<file path="src/rtl/assert_macros.svh">
// ------------------------------------------------------------------------
// assert_macros
// Shared concurrent assertion wrappers, clocked on the rising edge and
// disabled while reset is high.
// ------------------------------------------------------------------------
`ifndef ASSERT_MACROS_SVH
`define ASSERT_MACROS_SVH

// condition must hold at every edge outside reset
`define ASSERT_ALWAYS(label, clk, rst, expr) \
   label: assert property (@(posedge clk) disable iff (rst) (expr)) \
      else $error("assertion failed");

// when cond holds, prop must hold in the same cycle
`define ASSERT_IMPLIES(label, clk, rst, cond, prop) \
   label: assert property (@(posedge clk) disable iff (rst) (cond) |-> (prop)) \
      else $error("assertion failed");

// when cond holds, prop must hold in the next cycle
`define ASSERT_NEXT(label, clk, rst, cond, prop) \
   label: assert property (@(posedge clk) disable iff (rst) (cond) |=> (prop)) \
      else $error("assertion failed");

`endif

</file>
<file path="src/rtl/bat_pct_pkg.sv">
// ------------------------------------------------------------------------
// bat_pct_pkg
// Widths, constants, controller states and the discharge curve table
// for the battery average to percent block.
// ------------------------------------------------------------------------
package bat_pct_pkg;

   localparam int HISTORY_DEPTH_DEF = 5;
   localparam int CURVE_POINTS_DEF  = 21;

   localparam int SAMPLE_W    = 11;
   localparam int AVG_W       = 10;
   localparam int MV_W        = 16;
   localparam int PCT_W       = 7;
   localparam int CFG_W       = 12;
   localparam int CSR_IDX_W   = 1;
   localparam int REQ_TDATA_W = 16;
   localparam int RSP_TDATA_W = 40;

   // shared divider: dividend up to 12x10 product, divisor 12 bits
   localparam int DIV_W = 22;
   localparam int REM_W = 12;
   localparam int CNT_W = 5;

   localparam int PROD_W = 26;
   localparam int MVX_W  = 19;
   localparam int FRAC_W = 19;
   localparam int BASE_W = 8;

   localparam int CURVE_IDX_W = 5;

   localparam logic [CFG_W-1:0]  NUM_RESET    = 12'd2050;
   localparam logic [CFG_W-1:0]  DEN_RESET    = 12'd1000;
   localparam logic [PROD_W-1:0] REF_MV       = 26'd600;
   localparam logic [MVX_W-1:0]  PRESCALE     = 19'd6;
   localparam logic [BASE_W-1:0] STEP_PERCENT = 8'd5;
   localparam logic [BASE_W-1:0] FULL_PERCENT = 8'd100;
   localparam logic [MV_W-1:0]   MV_SAT       = 16'hFFFF;

   localparam logic [CSR_IDX_W-1:0] REG_NUMERATOR   = 1'd0;
   localparam logic [CSR_IDX_W-1:0] REG_DENOMINATOR = 1'd1;

   typedef enum logic [3:0] {
      ST_IDLE,
      ST_SUM,
      ST_AVG_DIV,
      ST_MUL,
      ST_SCALE_DIV,
      ST_MV_A,
      ST_MV_B,
      ST_SEARCH,
      ST_FRAC,
      ST_OUT
   } state_type;

   // lipo discharge curve in millivolts, 5 percent per point
   function automatic logic [MV_W-1:0] curve_mv(input logic [CURVE_IDX_W-1:0] idx);
      logic [MV_W-1:0] v;
      case (idx)
         5'd0:    v = 16'd3270;
         5'd1:    v = 16'd3610;
         5'd2:    v = 16'd3690;
         5'd3:    v = 16'd3710;
         5'd4:    v = 16'd3730;
         5'd5:    v = 16'd3750;
         5'd6:    v = 16'd3770;
         5'd7:    v = 16'd3790;
         5'd8:    v = 16'd3800;
         5'd9:    v = 16'd3820;
         5'd10:   v = 16'd3840;
         5'd11:   v = 16'd3850;
         5'd12:   v = 16'd3870;
         5'd13:   v = 16'd3910;
         5'd14:   v = 16'd3950;
         5'd15:   v = 16'd3980;
         5'd16:   v = 16'd4020;
         5'd17:   v = 16'd4080;
         5'd18:   v = 16'd4110;
         5'd19:   v = 16'd4150;
         5'd20:   v = 16'd4200;
         default: v = 16'd0;
      endcase
      return v;
   endfunction

endpackage

</file>
<file path="src/rtl/battery_average_to_percent.sv">
// ------------------------------------------------------------------------
// battery_average_to_percent
// Flow: the history sum, the mean on the bit-serial divider (22 steps,
// used twice), the product on the shift-add multiplier (10 steps), the
// ratio divide, the millivolt scaling, the curve search and, when
// interpolating, the fraction steps. Throughput: one item at a time; the
// next beat is taken once the result is loaded, which waits on the result side.
// Reset: synchronous; clears history, write slot, control state, ratio and response valid.
// ------------------------------------------------------------------------
module battery_average_to_percent #(
   parameter int HISTORY_DEPTH = bat_pct_pkg::HISTORY_DEPTH_DEF,
   parameter int CURVE_POINTS  = bat_pct_pkg::CURVE_POINTS_DEF
) (
   input  logic                                  clock,
   input  logic                                  reset,
   // tdata: adc_sample[10:0]
   input  logic                                  req_tvalid,
   output logic                                  req_tready,
   input  logic [bat_pct_pkg::REQ_TDATA_W-1:0]   req_tdata,
   // tdata: average_code[9:0], battery_millivolts[25:10], charge_percent[32:26]
   output logic                                  rsp_tvalid,
   input  logic                                  rsp_tready,
   output logic [bat_pct_pkg::RSP_TDATA_W-1:0]   rsp_tdata,
   input  logic                                  csr_we,
   input  logic [bat_pct_pkg::CSR_IDX_W-1:0]     csr_index,
   input  logic [bat_pct_pkg::CFG_W-1:0]         csr_wdata
);

`include "assert_macros.svh"

   localparam int SLOT_W = (HISTORY_DEPTH > 1) ? $clog2(HISTORY_DEPTH) : 1;
   localparam int SUM_W  = bat_pct_pkg::AVG_W + SLOT_W;
   localparam int PT_W   = $clog2(CURVE_POINTS);

   localparam int DIV_W  = bat_pct_pkg::DIV_W;
   localparam int REM_W  = bat_pct_pkg::REM_W;
   localparam int CNT_W  = bat_pct_pkg::CNT_W;
   localparam int AVG_W  = bat_pct_pkg::AVG_W;
   localparam int MV_W   = bat_pct_pkg::MV_W;
   localparam int PCT_W  = bat_pct_pkg::PCT_W;
   localparam int CFG_W  = bat_pct_pkg::CFG_W;
   localparam int PROD_W = bat_pct_pkg::PROD_W;
   localparam int MVX_W  = bat_pct_pkg::MVX_W;
   localparam int FRAC_W = bat_pct_pkg::FRAC_W;
   localparam int BASE_W = bat_pct_pkg::BASE_W;
   localparam int CIW    = bat_pct_pkg::CURVE_IDX_W;

   localparam logic [SLOT_W-1:0] SLOT_LAST = SLOT_W'(HISTORY_DEPTH - 1);
   localparam logic [PCT_W-1:0]  PCT_FULL  = PCT_W'(bat_pct_pkg::FULL_PERCENT);

   bat_pct_pkg::state_type state_ff, state_in;

   logic [AVG_W-1:0]  hist_ff [HISTORY_DEPTH];
   logic [AVG_W-1:0]  hist_in [HISTORY_DEPTH];
   logic [SLOT_W-1:0] slot_ff, slot_in;
   logic [SLOT_W-1:0] idx_ff, idx_in;
   logic [SUM_W-1:0]  sum_ff, sum_in;
   logic [CFG_W-1:0]  num_ff, num_in;
   logic [CFG_W-1:0]  den_ff, den_in;
   logic [CNT_W-1:0]  cnt_ff, cnt_in;

   logic [DIV_W-1:0]  div_q_ff, div_q_in;
   logic [REM_W-1:0]  div_r_ff, div_r_in;
   logic [CFG_W-1:0]  div_d_ff, div_d_in;

   logic [DIV_W-1:0]  mul_acc_ff, mul_acc_in;
   logic [DIV_W-1:0]  mul_a_ff, mul_a_in;
   logic [AVG_W-1:0]  mul_b_ff, mul_b_in;

   logic [AVG_W-1:0]  avg_ff, avg_in;
   logic [MV_W-1:0]   scaled_ff, scaled_in;
   logic [PROD_W-1:0] prod_ff, prod_in;
   logic [MV_W-1:0]   mv_ff, mv_in;
   logic [PT_W-1:0]   pt_ff, pt_in;
   logic [BASE_W-1:0] base_ff, base_in;
   logic [FRAC_W-1:0] fr_rem_ff, fr_rem_in;
   logic [MV_W-1:0]   span_ff, span_in;
   logic [2:0]        fr_q_ff, fr_q_in;
   logic [PCT_W-1:0]  pct_ff, pct_in;

   logic              rsp_valid_ff, rsp_valid_in;
   logic [AVG_W-1:0]  rsp_avg_ff, rsp_avg_in;
   logic [MV_W-1:0]   rsp_mv_ff, rsp_mv_in;
   logic [PCT_W-1:0]  rsp_pct_ff, rsp_pct_in;

   // one restoring divider step, shared by the mean and the ratio scaling
   logic [REM_W:0]    div_trial;
   logic              div_ge;
   logic [REM_W-1:0]  div_r_step;
   logic [DIV_W-1:0]  div_q_step;

   assign div_trial  = {div_r_ff, div_q_ff[DIV_W-1]};
   assign div_ge     = div_trial >= {1'b0, div_d_ff};
   assign div_r_step = div_ge ? REM_W'(div_trial - {1'b0, div_d_ff}) : div_trial[REM_W-1:0];
   assign div_q_step = {div_q_ff[DIV_W-2:0], div_ge};

   logic [MV_W-1:0]   cv_hi, cv_lo;
   assign cv_hi = bat_pct_pkg::curve_mv(CIW'(pt_ff));
   assign cv_lo = bat_pct_pkg::curve_mv(CIW'(PT_W'(pt_ff - 1'b1)));

   logic              in_search, in_sum;
   assign in_search = (state_ff == bat_pct_pkg::ST_SEARCH);
   assign in_sum    = (state_ff == bat_pct_pkg::ST_SUM);

   assign req_tready = (state_ff == bat_pct_pkg::ST_IDLE);
   assign rsp_tvalid = rsp_valid_ff;
   assign rsp_tdata  = {{(bat_pct_pkg::RSP_TDATA_W - AVG_W - MV_W - PCT_W){1'b0}},
                        rsp_pct_ff, rsp_mv_ff, rsp_avg_ff};

   always_comb begin
      logic [SUM_W-1:0]  sum_next;
      logic [DIV_W-1:0]  acc_next;
      logic [MVX_W-1:0]  mvx;
      logic [MV_W-1:0]   diff;
      logic [FRAC_W-1:0] shifted;
      logic              fr_ge;
      logic [2:0]        q_next;
      logic [BASE_W-1:0] pct_wide;

      state_in   = state_ff;
      hist_in    = hist_ff;
      slot_in    = slot_ff;
      idx_in     = idx_ff;
      sum_in     = sum_ff;
      num_in     = num_ff;
      den_in     = den_ff;
      cnt_in     = cnt_ff;
      div_q_in   = div_q_ff;
      div_r_in   = div_r_ff;
      div_d_in   = div_d_ff;
      mul_acc_in = mul_acc_ff;
      mul_a_in   = mul_a_ff;
      mul_b_in   = mul_b_ff;
      avg_in     = avg_ff;
      scaled_in  = scaled_ff;
      prod_in    = prod_ff;
      mv_in      = mv_ff;
      pt_in      = pt_ff;
      base_in    = base_ff;
      fr_rem_in  = fr_rem_ff;
      span_in    = span_ff;
      fr_q_in    = fr_q_ff;
      pct_in     = pct_ff;
      rsp_avg_in = rsp_avg_ff;
      rsp_mv_in  = rsp_mv_ff;
      rsp_pct_in = rsp_pct_ff;
      rsp_valid_in = rsp_valid_ff && !rsp_tready;

      sum_next = sum_ff + SUM_W'(hist_ff[idx_ff]);
      acc_next = mul_acc_ff + (mul_b_ff[0] ? mul_a_ff : '0);
      mvx      = MVX_W'(prod_ff[PROD_W-1:10]) * bat_pct_pkg::PRESCALE;
      diff     = mv_ff - cv_lo;
      shifted  = FRAC_W'(span_ff) << cnt_ff[1:0];
      fr_ge    = fr_rem_ff >= shifted;
      q_next   = {fr_q_ff[1:0], fr_ge};
      pct_wide = base_ff + BASE_W'(q_next);

      if (csr_we) begin
         case (csr_index)
            bat_pct_pkg::REG_NUMERATOR:   num_in = csr_wdata;
            bat_pct_pkg::REG_DENOMINATOR: den_in = csr_wdata;
            default: ;
         endcase
      end

      case (state_ff)
         bat_pct_pkg::ST_IDLE: begin
            if (req_tvalid) begin
               // negative samples are stored as zero
               hist_in[slot_ff] = req_tdata[bat_pct_pkg::SAMPLE_W-1] ? '0
                                                                    : req_tdata[AVG_W-1:0];
               slot_in  = (slot_ff == SLOT_W'(HISTORY_DEPTH - 1)) ? '0 : slot_ff + 1'b1;
               idx_in   = '0;
               sum_in   = '0;
               state_in = bat_pct_pkg::ST_SUM;
            end
         end
         bat_pct_pkg::ST_SUM: begin
            sum_in = sum_next;
            if (idx_ff == SLOT_W'(HISTORY_DEPTH - 1)) begin
               div_q_in = DIV_W'(sum_next);
               div_r_in = '0;
               div_d_in = CFG_W'(HISTORY_DEPTH);
               cnt_in   = CNT_W'(DIV_W - 1);
               state_in = bat_pct_pkg::ST_AVG_DIV;
            end else begin
               idx_in = idx_ff + 1'b1;
            end
         end
         bat_pct_pkg::ST_AVG_DIV: begin
            div_q_in = div_q_step;
            div_r_in = div_r_step;
            cnt_in   = cnt_ff - 1'b1;
            if (cnt_ff == '0) begin
               avg_in     = div_q_step[AVG_W-1:0];
               mul_acc_in = '0;
               mul_a_in   = DIV_W'(num_ff);
               mul_b_in   = div_q_step[AVG_W-1:0];
               cnt_in     = CNT_W'(AVG_W - 1);
               state_in   = bat_pct_pkg::ST_MUL;
            end
         end
         bat_pct_pkg::ST_MUL: begin
            mul_acc_in = acc_next;
            mul_a_in   = mul_a_ff << 1;
            mul_b_in   = mul_b_ff >> 1;
            cnt_in     = cnt_ff - 1'b1;
            if (cnt_ff == '0) begin
               div_q_in = acc_next;
               div_r_in = '0;
               div_d_in = den_ff;
               cnt_in   = CNT_W'(DIV_W - 1);
               state_in = bat_pct_pkg::ST_SCALE_DIV;
            end
         end
         bat_pct_pkg::ST_SCALE_DIV: begin
            div_q_in = div_q_step;
            div_r_in = div_r_step;
            cnt_in   = cnt_ff - 1'b1;
            if (cnt_ff == '0) begin
               // zero denominator or quotient above 16 bits saturates
               if (den_ff == '0 || (|div_q_step[DIV_W-1:MV_W])) begin
                  scaled_in = bat_pct_pkg::MV_SAT;
               end else begin
                  scaled_in = div_q_step[MV_W-1:0];
               end
               state_in = bat_pct_pkg::ST_MV_A;
            end
         end
         bat_pct_pkg::ST_MV_A: begin
            prod_in  = PROD_W'(scaled_ff) * bat_pct_pkg::REF_MV;
            state_in = bat_pct_pkg::ST_MV_B;
         end
         bat_pct_pkg::ST_MV_B: begin
            mv_in    = (|mvx[MVX_W-1:MV_W]) ? bat_pct_pkg::MV_SAT : mvx[MV_W-1:0];
            pt_in    = '0;
            base_in  = '0;
            state_in = bat_pct_pkg::ST_SEARCH;
         end
         bat_pct_pkg::ST_SEARCH: begin
            if (pt_ff == '0) begin
               // at or below the first point reads as empty
               if (mv_ff <= cv_hi) begin
                  pct_in   = '0;
                  state_in = bat_pct_pkg::ST_OUT;
               end else begin
                  pt_in = PT_W'(1);
               end
            end else if (cv_hi >= mv_ff) begin
               fr_rem_in = FRAC_W'(diff) + (FRAC_W'(diff) << 2);
               span_in   = cv_hi - cv_lo;
               fr_q_in   = '0;
               cnt_in    = CNT_W'(2);
               state_in  = bat_pct_pkg::ST_FRAC;
            end else if (pt_ff == PT_W'(CURVE_POINTS - 1)) begin
               pct_in   = PCT_W'(bat_pct_pkg::FULL_PERCENT);
               state_in = bat_pct_pkg::ST_OUT;
            end else begin
               pt_in   = pt_ff + 1'b1;
               base_in = base_ff + bat_pct_pkg::STEP_PERCENT;
            end
         end
         bat_pct_pkg::ST_FRAC: begin
            // quotient of at most five, three restoring steps msb first
            fr_rem_in = fr_ge ? fr_rem_ff - shifted : fr_rem_ff;
            fr_q_in   = q_next;
            cnt_in    = cnt_ff - 1'b1;
            if (cnt_ff == '0) begin
               pct_in   = (pct_wide > bat_pct_pkg::FULL_PERCENT)
                          ? PCT_W'(bat_pct_pkg::FULL_PERCENT) : pct_wide[PCT_W-1:0];
               state_in = bat_pct_pkg::ST_OUT;
            end
         end
         bat_pct_pkg::ST_OUT: begin
            if (!rsp_valid_ff || rsp_tready) begin
               rsp_avg_in   = avg_ff;
               rsp_mv_in    = mv_ff;
               rsp_pct_in   = pct_ff;
               rsp_valid_in = 1'b1;
               state_in     = bat_pct_pkg::ST_IDLE;
            end
         end
         default: begin
            state_in = bat_pct_pkg::ST_IDLE;
         end
      endcase
   end

   always_ff @(posedge clock) begin
      if (reset) begin
         state_ff <= bat_pct_pkg::ST_IDLE;
      end else begin
         state_ff <= state_in;
      end
   end

   always_ff @(posedge clock) begin
      if (reset) begin
         for (int k = 0; k < HISTORY_DEPTH; k++) begin
            hist_ff[k] <= '0;
         end
         slot_ff      <= '0;
         num_ff       <= bat_pct_pkg::NUM_RESET;
         den_ff       <= bat_pct_pkg::DEN_RESET;
         rsp_valid_ff <= 1'b0;
      end else begin
         hist_ff      <= hist_in;
         slot_ff      <= slot_in;
         num_ff       <= num_in;
         den_ff       <= den_in;
         rsp_valid_ff <= rsp_valid_in;
      end
   end

   always_ff @(posedge clock) begin
      idx_ff     <= idx_in;
      sum_ff     <= sum_in;
      cnt_ff     <= cnt_in;
      div_q_ff   <= div_q_in;
      div_r_ff   <= div_r_in;
      div_d_ff   <= div_d_in;
      mul_acc_ff <= mul_acc_in;
      mul_a_ff   <= mul_a_in;
      mul_b_ff   <= mul_b_in;
      avg_ff     <= avg_in;
      scaled_ff  <= scaled_in;
      prod_ff    <= prod_in;
      mv_ff      <= mv_in;
      pt_ff      <= pt_in;
      base_ff    <= base_in;
      fr_rem_ff  <= fr_rem_in;
      span_ff    <= span_in;
      fr_q_ff    <= fr_q_in;
      pct_ff     <= pct_in;
      rsp_avg_ff <= rsp_avg_in;
      rsp_mv_ff  <= rsp_mv_in;
      rsp_pct_ff <= rsp_pct_in;
   end

   `ASSERT_ALWAYS(a_slot_in_range, clock, reset, slot_ff <= SLOT_LAST)
   `ASSERT_IMPLIES(a_pct_bounded, clock, reset, rsp_valid_ff, rsp_pct_ff <= PCT_FULL)
   `ASSERT_IMPLIES(a_search_in_curve, clock, reset, in_search, int'(pt_ff) < CURVE_POINTS)
   `ASSERT_NEXT(a_accept_starts_sum, clock, reset, req_tvalid && req_tready, in_sum && !req_tready)

endmodule
</file>
<file path="config.mk">
export PLATFORM = sky130hd
export DESIGN_NAME = battery_average_to_percent
export DESIGN_NICKNAME = d
export VERILOG_FILES = /design/src/rtl/bat_pct_pkg.sv /design/src/rtl/battery_average_to_percent.sv
export VERILOG_INCLUDE_DIRS = /design/src /design/src/rtl
export SDC_FILE = /design/constraint.sdc
export NUM_CORES = 1
export LEC_CHECK = 0
export ABC_AREA = 1
export BUFFER_PORTS_ARGS = -buffer_cell sky130_fd_sc_hd__buf_4
export CORE_ASPECT_RATIO = 1.25
export CORE_MARGIN = 4
export CORE_UTILIZATION = 57
export CTS_BUF_LIST = sky130_fd_sc_hd__clkbuf_4 sky130_fd_sc_hd__clkbuf_8 sky130_fd_sc_hd__clkbuf_16
export DETAILED_ROUTE_END_ITERATION = 12
export PLACE_DENSITY = 0.78
export RECOVER_POWER = 100
export SKIP_LAST_GASP = 1
export SLEW_MARGIN = 15
export SYNTH_ARGS = -nofsm -noshare
export SYNTH_HDL_FRONTEND = slang
export SYNTH_SLANG_ARGS = --single-unit
</file>
<file path="constraint.sdc">
create_clock -name clock -period 4.53 [get_ports clock]
set_input_delay 0.453 -clock clock [delete_from_list [all_inputs] [get_ports clock]]
set_output_delay 0.453 -clock clock [all_outputs]
set_load 0.02 [all_outputs]
</file>
==> results.ini, run 1 <==
[final_layout]
area_growth_pct=14.5
register_area_um2=9910
layout.cells.non_filler=3492
multi_input_area_um2=12100
layout-drive-gt1-share_pct=11.2
nets=3187
antenna_cells=0
n_fill_cell=3273
fin_util_pct=66.3

[pwr]
vdd_drop_max_mv=0.496
p_per_area_nw_per_um2=459
p_leak_uw=0.0119

[timing]
period_needed_ns=4.56
fin_ws_ns=-0.0315
fmax_ghz=0.219
tightest_slew_ns=2.57
min_period_over_period_pct=101
rsz0062_at_grt=yes
clock_skew_ns=0.0282
relSlewSlack_pct=-71.0
hold_viol_final=0
setup_viol=2
maxSlewViolCount=68

[critical_path]
reg2regPathDepth=23
arrival_ns=4.86
reg2reg_to=fr_rem_ff[16]
critPathCaptureType=register
r2r_slack_ns=-0.03
crit_chain=inv_2 > ha_4 > nand2_4 > nor2_4 > xor2_4 > buf_6 > a31oi_4 > a31oi_2 > ha_2 > fa_2 > o31ai_4 > nand3_1 > o21a_1 > o21ai_2 > xor2_2 > ha_4 > a21oi_4 > o21ai_2 > a21oi_2 > o31ai_2 > or2_1 > nand3_1 > nand2_1
cp_top_family=compound AO/OA/AOI/OAI gates
crit_slowest_cell=edfxtp_1
startpoint=pt_ff[1]
cp.required_ns=4.82
start_kind=register
crit_path_max_fanout=6
crit_end=fr_rem_ff[16]
critPathMaxStageDelay_ns=0.40
crit_buf_inv=2
path_class=reg -> reg
rr_startpoint=pt_ff[1]
path_depth=23

[global_route]
antenna_found_initial=0
gr-total-overflow=0
first_global_vias=18900
grt_pass1_wl_mm=90.9
grt_max_degree=68
grt_use_total_pct=24.9

[clocking]
cts.sinks=361
clk_latency_ns=0.55
root_buffer=clkbuf_16
cts_tree=built
cts_buffer_depth=3
h-tree-depth=2
cts_inserted_buffers=38
clk_pin_slew_worst_paths_ns=0.06

[die]
row_count=82
fp.dieW_um=189
die_y_um=234
pin_count=76
dieArea_um2=44300
start_util_pct=57.9
core-area_um2=40300

[logic_synthesis]
synth_top_cell_by_area=edfxtp_1
synth_area_um2=23300
synth-xor-area-share_pct=3.37
ys_warn_count=0
synth.area.top_cells=edfxtp_1 (34%), ha_1 (11%), nand2_1 (8.7%)
netlist.area_leader.share_pct=34.5
async_flop_share_pct=0
synth_mux_area_share_pct=0.0429
synth_top_family_by_area=simple AND/OR/NAND/NOR gates
yosysUniqueCellTypes=64
ys_seq_area_share_pct=42.4
synthTopCellsByCount=nand2_1 (542), inv_1 (405), edfxtp_1 (268)
synth-adder-area-share_pct=13.7
yosys.area_share.simple_pct=18.0
synth.most_common_cell=nand2_1
yosys_most_used_dff=edfxtp_1
synth_edf_count=268
synth.avg_cell_area_um2=8.43
synth-compound-area-share_pct=14.4
ys_ff_latch=361
synthCells=2768

[drt]
routed-wl-met2_mm=29.0
drc=0
wl_met1_mm=22.5
finalWirelength_mm=56.2
top_layer=met4
met3_length_mm=2.41
wl_per_cell_um=16.1
drt_iter0_drc=1362
drt-pass1-iter-count=5
vias_per_cell=5.56
ant_nets=0
routed-via-count=19400

[status]
status=complete, but fails checks
violations=max-capacitance violations, max-slew violations, negative setup slack

[run]
drv_cap=1

[placement]
dp.cells=3398
place.gp.congestion=0.934
dp_hpwl_mm=42.1
place_ws_ns=-0.265
port_buffers=63

[worst_hold_path]
hold_class=in -> reg
hold_depth=3

metal layers:
layer  vias to the layer above  track usage (%)
met2                       509             46.1
met1                      9150             29.4
met4                         0             10.1
met3                       141             2.87
li1                       9621                -
met5                         -                0
how the worst min path moves through the flow:
stage / from / end / slack, ns
detailed placement: avg_ff[8] / rsp_avg_ff[8] / 0.41
global placement: avg_ff[2] / rsp_avg_ff[2] / 0.40
finish: csr_wdata[1] / num_ff[1] / 0.13
CTS: csr_wdata[1] / num_ff[1] / 0.12
global route: csr_wdata[1] / num_ff[1] / 0.13
floorplan: avg_ff[0] / rsp_avg_ff[0] / 0.40
worst min-delay path: stages:
cell,delay [ns]
buf_4,0.09
nand2_1,0.04
nand3_1,0.06
power by group:
group	switching (µW)	internal [µW]	total, µW
clock network	1340	1830	3170
registers	283	4320	4600
logic	2980	1530	4510
cells in the final DEF (no fill, tap or decap), drive strengths merged, types with 8 or more instances in the layout:
cell type	count
a211oi	11
nor3	34
nor4	8
o211ai	14
a21o	20
clkinv	17
o21ai	227
or2	16
nand2	553
nand4	15
xor2	61
buf	133
edfxtp	268
xnor2	28
o21a	11
ha	207
nor2	222
nand3	126
a21oi	253
o21bai	10
a31oi	17
a221o	8
clkbuf	83
fa	30
inv	418
dfxtp	93
cell type report:
type                            count  share of cell area [%]
Inverter                          417                    5.91
Clock buffer                       44                    3.73
Clock inverter                     26                   0.983
Tap cell                          546                    2.56
Timing Repair Buffer              172                    4.46
Multi-Input combinational cell   1926                    45.3
Sequential cell                   361                    37.1
kinds of logic (layout without fill, tap and decap cells):
group                      count (synthesis)  in the layout
other                                      1              7
and+or+nand+nor                          987            987
DFF                                      361            361
adders and majority gates                237            237
AOI/OAI and AO/OA                        605            605
muxes                                      1              1
xor gates and xnor gates                  89             89
buffers and inverters                    487            659
stage by stage:
step           TNS (ns)  area, µm²  hold slack, ns  power, µW
3_3_place_gp     -0.122      24900           0.403       8900
4_1_cts         -0.0287      26300           0.118      12200
5_1_grt           -1.96      26700           0.129      13100
2_1_floorplan         0      23400           0.400       7830
6_report        -0.0354      26700           0.132      12300
3_5_place_dp      -1.23      24900           0.406       9060
timing repair:
item                                    in CTS  in global routing
endpoints found under the setup margin      10                 17
hold buffers                                 0                  0
pin swaps                                    5                 56
resized for setup                           13                 96
setup buffers                                3                 21
flip-flops by register name, indices dropped and copies added, names as in the netlist, 19 cells and up:
signal,flops
div_q_ff,22
mul_acc_ff,22
hist_ff,50
fr_rem_ff,19
mul_a_ff,22
(Power assumes the default switching activity.)
==> run 2, diff against run 1 <==
CORE_UTILIZATION = 59   (was 57)
CTS_BUF_LIST = sky130_fd_sc_hd__clkbuf_2   (was sky130_fd_sc_hd__clkbuf_4 sky130_fd_sc_hd__clkbuf_8 sky130_fd_sc_hd__clkbuf_16)
PLACE_DENSITY = 0.8   (was 0.78)
SLEW_MARGIN = 10   (was 15)
==> results.ini, run 2 (same netlist as run 1, synthesis figures left out) <==
[drt]
finalWirelength_mm=57.1
ant_nets=0
vias_per_cell=5.57
routed-via-count=19800
drc=0
drt-pass1-iter-count=6
drt_iter0_drc=1111
wl_per_cell_um=16.0

[global_route]
grt_pass1_wl_mm=93.4
antenna_found_initial=2
gr-total-overflow=0
grt_max_degree=55
first_global_vias=20000
grt_use_total_pct=26.6

[final_layout]
design_area_um2=26400
layout-drive-gt1-share_pct=12.0
layout_common_cells=nand2_1 (537), inv_1 (401), edfxtp_1 (268)
largest_reg_flops=50
mostFrequentLayoutCell=nand2_1
largest_register=hist_ff
nets=3266
fin_util_pct=67.5
layout.cells.non_filler=3560
area_growth_pct=13.1

[placement]
port_buffers=63
dp_hpwl_mm=42.2
dp.cells=3345
postPlaceCellArea_um2=24800
place_ws_ns=-0.159
place.gp.congestion=0.938

[clocking]
cts_buffer_depth=3
cts_inserted_buffers=87
clk_latency_ns=1.07
cts_tree=built
root_buffer=clkbuf_2
h-tree-depth=3
clk_pin_slew_worst_paths_ns=0.11
cts.sinks=361

[pwr]
p_per_area_nw_per_um2=424
p_leak_uw=0.0120
vdd_drop_max_mv=0.388

[timing]
min_period_over_period_pct=99.9
relSlewSlack_pct=-35.5
clock_skew_ns=0.0722
rsz0062_at_grt=yes
period_needed_ns=4.52
maxSlewViolCount=89
tns_ns=0
fin_ws_ns=0.00554
setup_viol=0
fmax_ghz=0.221
hold_viol_final=0
tightest_slew_ns=2.03

[die]
core-area_um2=39100
row_count=81
pin_count=76
die_y_um=230
dieArea_um2=42800
fp.dieW_um=186
start_util_pct=59.7

[critical_path]
crit_path_max_fanout=6
start_kind=register
rr_startpoint=pt_ff[0]
reg2reg_to=fr_rem_ff[16]
crit_end=fr_rem_ff[16]
startpoint=pt_ff[0]
r2r_slack_ns=0.006
crit_slowest_cell=edfxtp_1
critPathCaptureType=register
arrival_ns=5.31
reg2regPathDepth=24
cp.required_ns=5.32
worst_path_most_repeated_cell=nand3_1
path_class=reg -> reg
crit_chain=inv_2 > buf_4 > nand3_1 > xor2_1 > inv_2 > nor2_4 > o21a_1 > a22oi_1 > a21o_1 > ha_4 > nand2_2 > o31ai_4 > nand3_1 > o21a_1 > o21ai_2 > xor2_2 > ha_4 > a21oi_1 > o21ai_1 > a21oi_1 > o31ai_2 > or2_1 > nand3_1 > nand2_1
critPathMaxStageDelay_ns=0.43

[run]
drv_cap=2

[worst_hold_path]
hold_class=in -> reg

[status]
violations=max-capacitance violations, max-slew violations
status=complete, but fails checks

run 2: changes by cell type in the layout (fill, tap and decap cells not counted), moves of 6 or more:
| cell | change |
|---|---|
| buf_4 | -7 |
| clkbuf_16 | -38 |
| clkbuf_2 | +119 |
| clkbuf_4 | -6 |
| clkinv_1 | +12 |
| dlygate4sd3_1 | +49 |
| nor2_1 | +7 |
run 2: cell type report:
cell class                      instances  area [µm²]
Fill cell                            3166       12700
Multi-Input combinational cell       1926       12000
Sequential cell                       361        9910
Inverter                              417        1570
Timing Repair Buffer                  202        1520
Tap cell                              498         623
Clock buffer                          119         596
Clock inverter                         32         150
Antenna cell                            5        12.5
run 2: metrics by stage:
step / total power, µW / hold WS [ns]
after CTS: 11200 / 0.0587
after global routing: 12000 / 0.120
after global placement: 8900 / 0.402
after detailed placement: 9060 / 0.405
final: 11200 / 0.210
after floorplan: 7830 / 0.400
run 2: worst max-delay path: cells and delay by family (launching register included):
| kind | cells | cell delay, ns |
|---|---|---|
| flops | 1 | 0.43 |
| xor+xnor | 2 | 0.47 |
| simple gates | 7 | 0.77 |
| compound gates | 10 | 1.71 |
| buf+inv | 3 | 0.35 |
| fa+ha+maj | 2 | 0.55 |
run 2: where the power goes:
group	internal, µW	switching [µW]
clock network	723	1340
logic	1540	2990
registers	4310	311
total	6570	4630
run 2: routing by layer:
layer	share of wire [%]	global-route usage (%)	wire (µm)	vias up
met5	0	0	0	-
met4	4.8	13.0	2770	0
met3	5.3	4.46	3040	185
met2	52	48.1	29500	602
met1	38	30.0	21900	9214
li1	-	-	-	9812
run 2: repair_timing:
item,CTS,global route
hold buffers,49,0
hold endpoints to repair,81,0
pin swaps,4,31
gates resized for setup,11,75
setup endpoints to repair,7,17
buffers inserted,2,8
run 2: worst min path at each step:
stage / depth (start not counted) / to / slack [ns] / start
6_report: 4 / den_ff[8] / 0.21 / csr_wdata[8]
5_1_grt: 4 / num_ff[9] / 0.12 / csr_wdata[9]
4_1_cts: 4 / den_ff[7] / 0.06 / csr_wdata[7]
3_5_place_dp: 0 / rsp_pct_ff[3] / 0.40 / pct_ff[3]
3_3_place_gp: 0 / rsp_avg_ff[5] / 0.40 / avg_ff[5]
2_1_floorplan: 0 / rsp_avg_ff[0] / 0.40 / avg_ff[0]
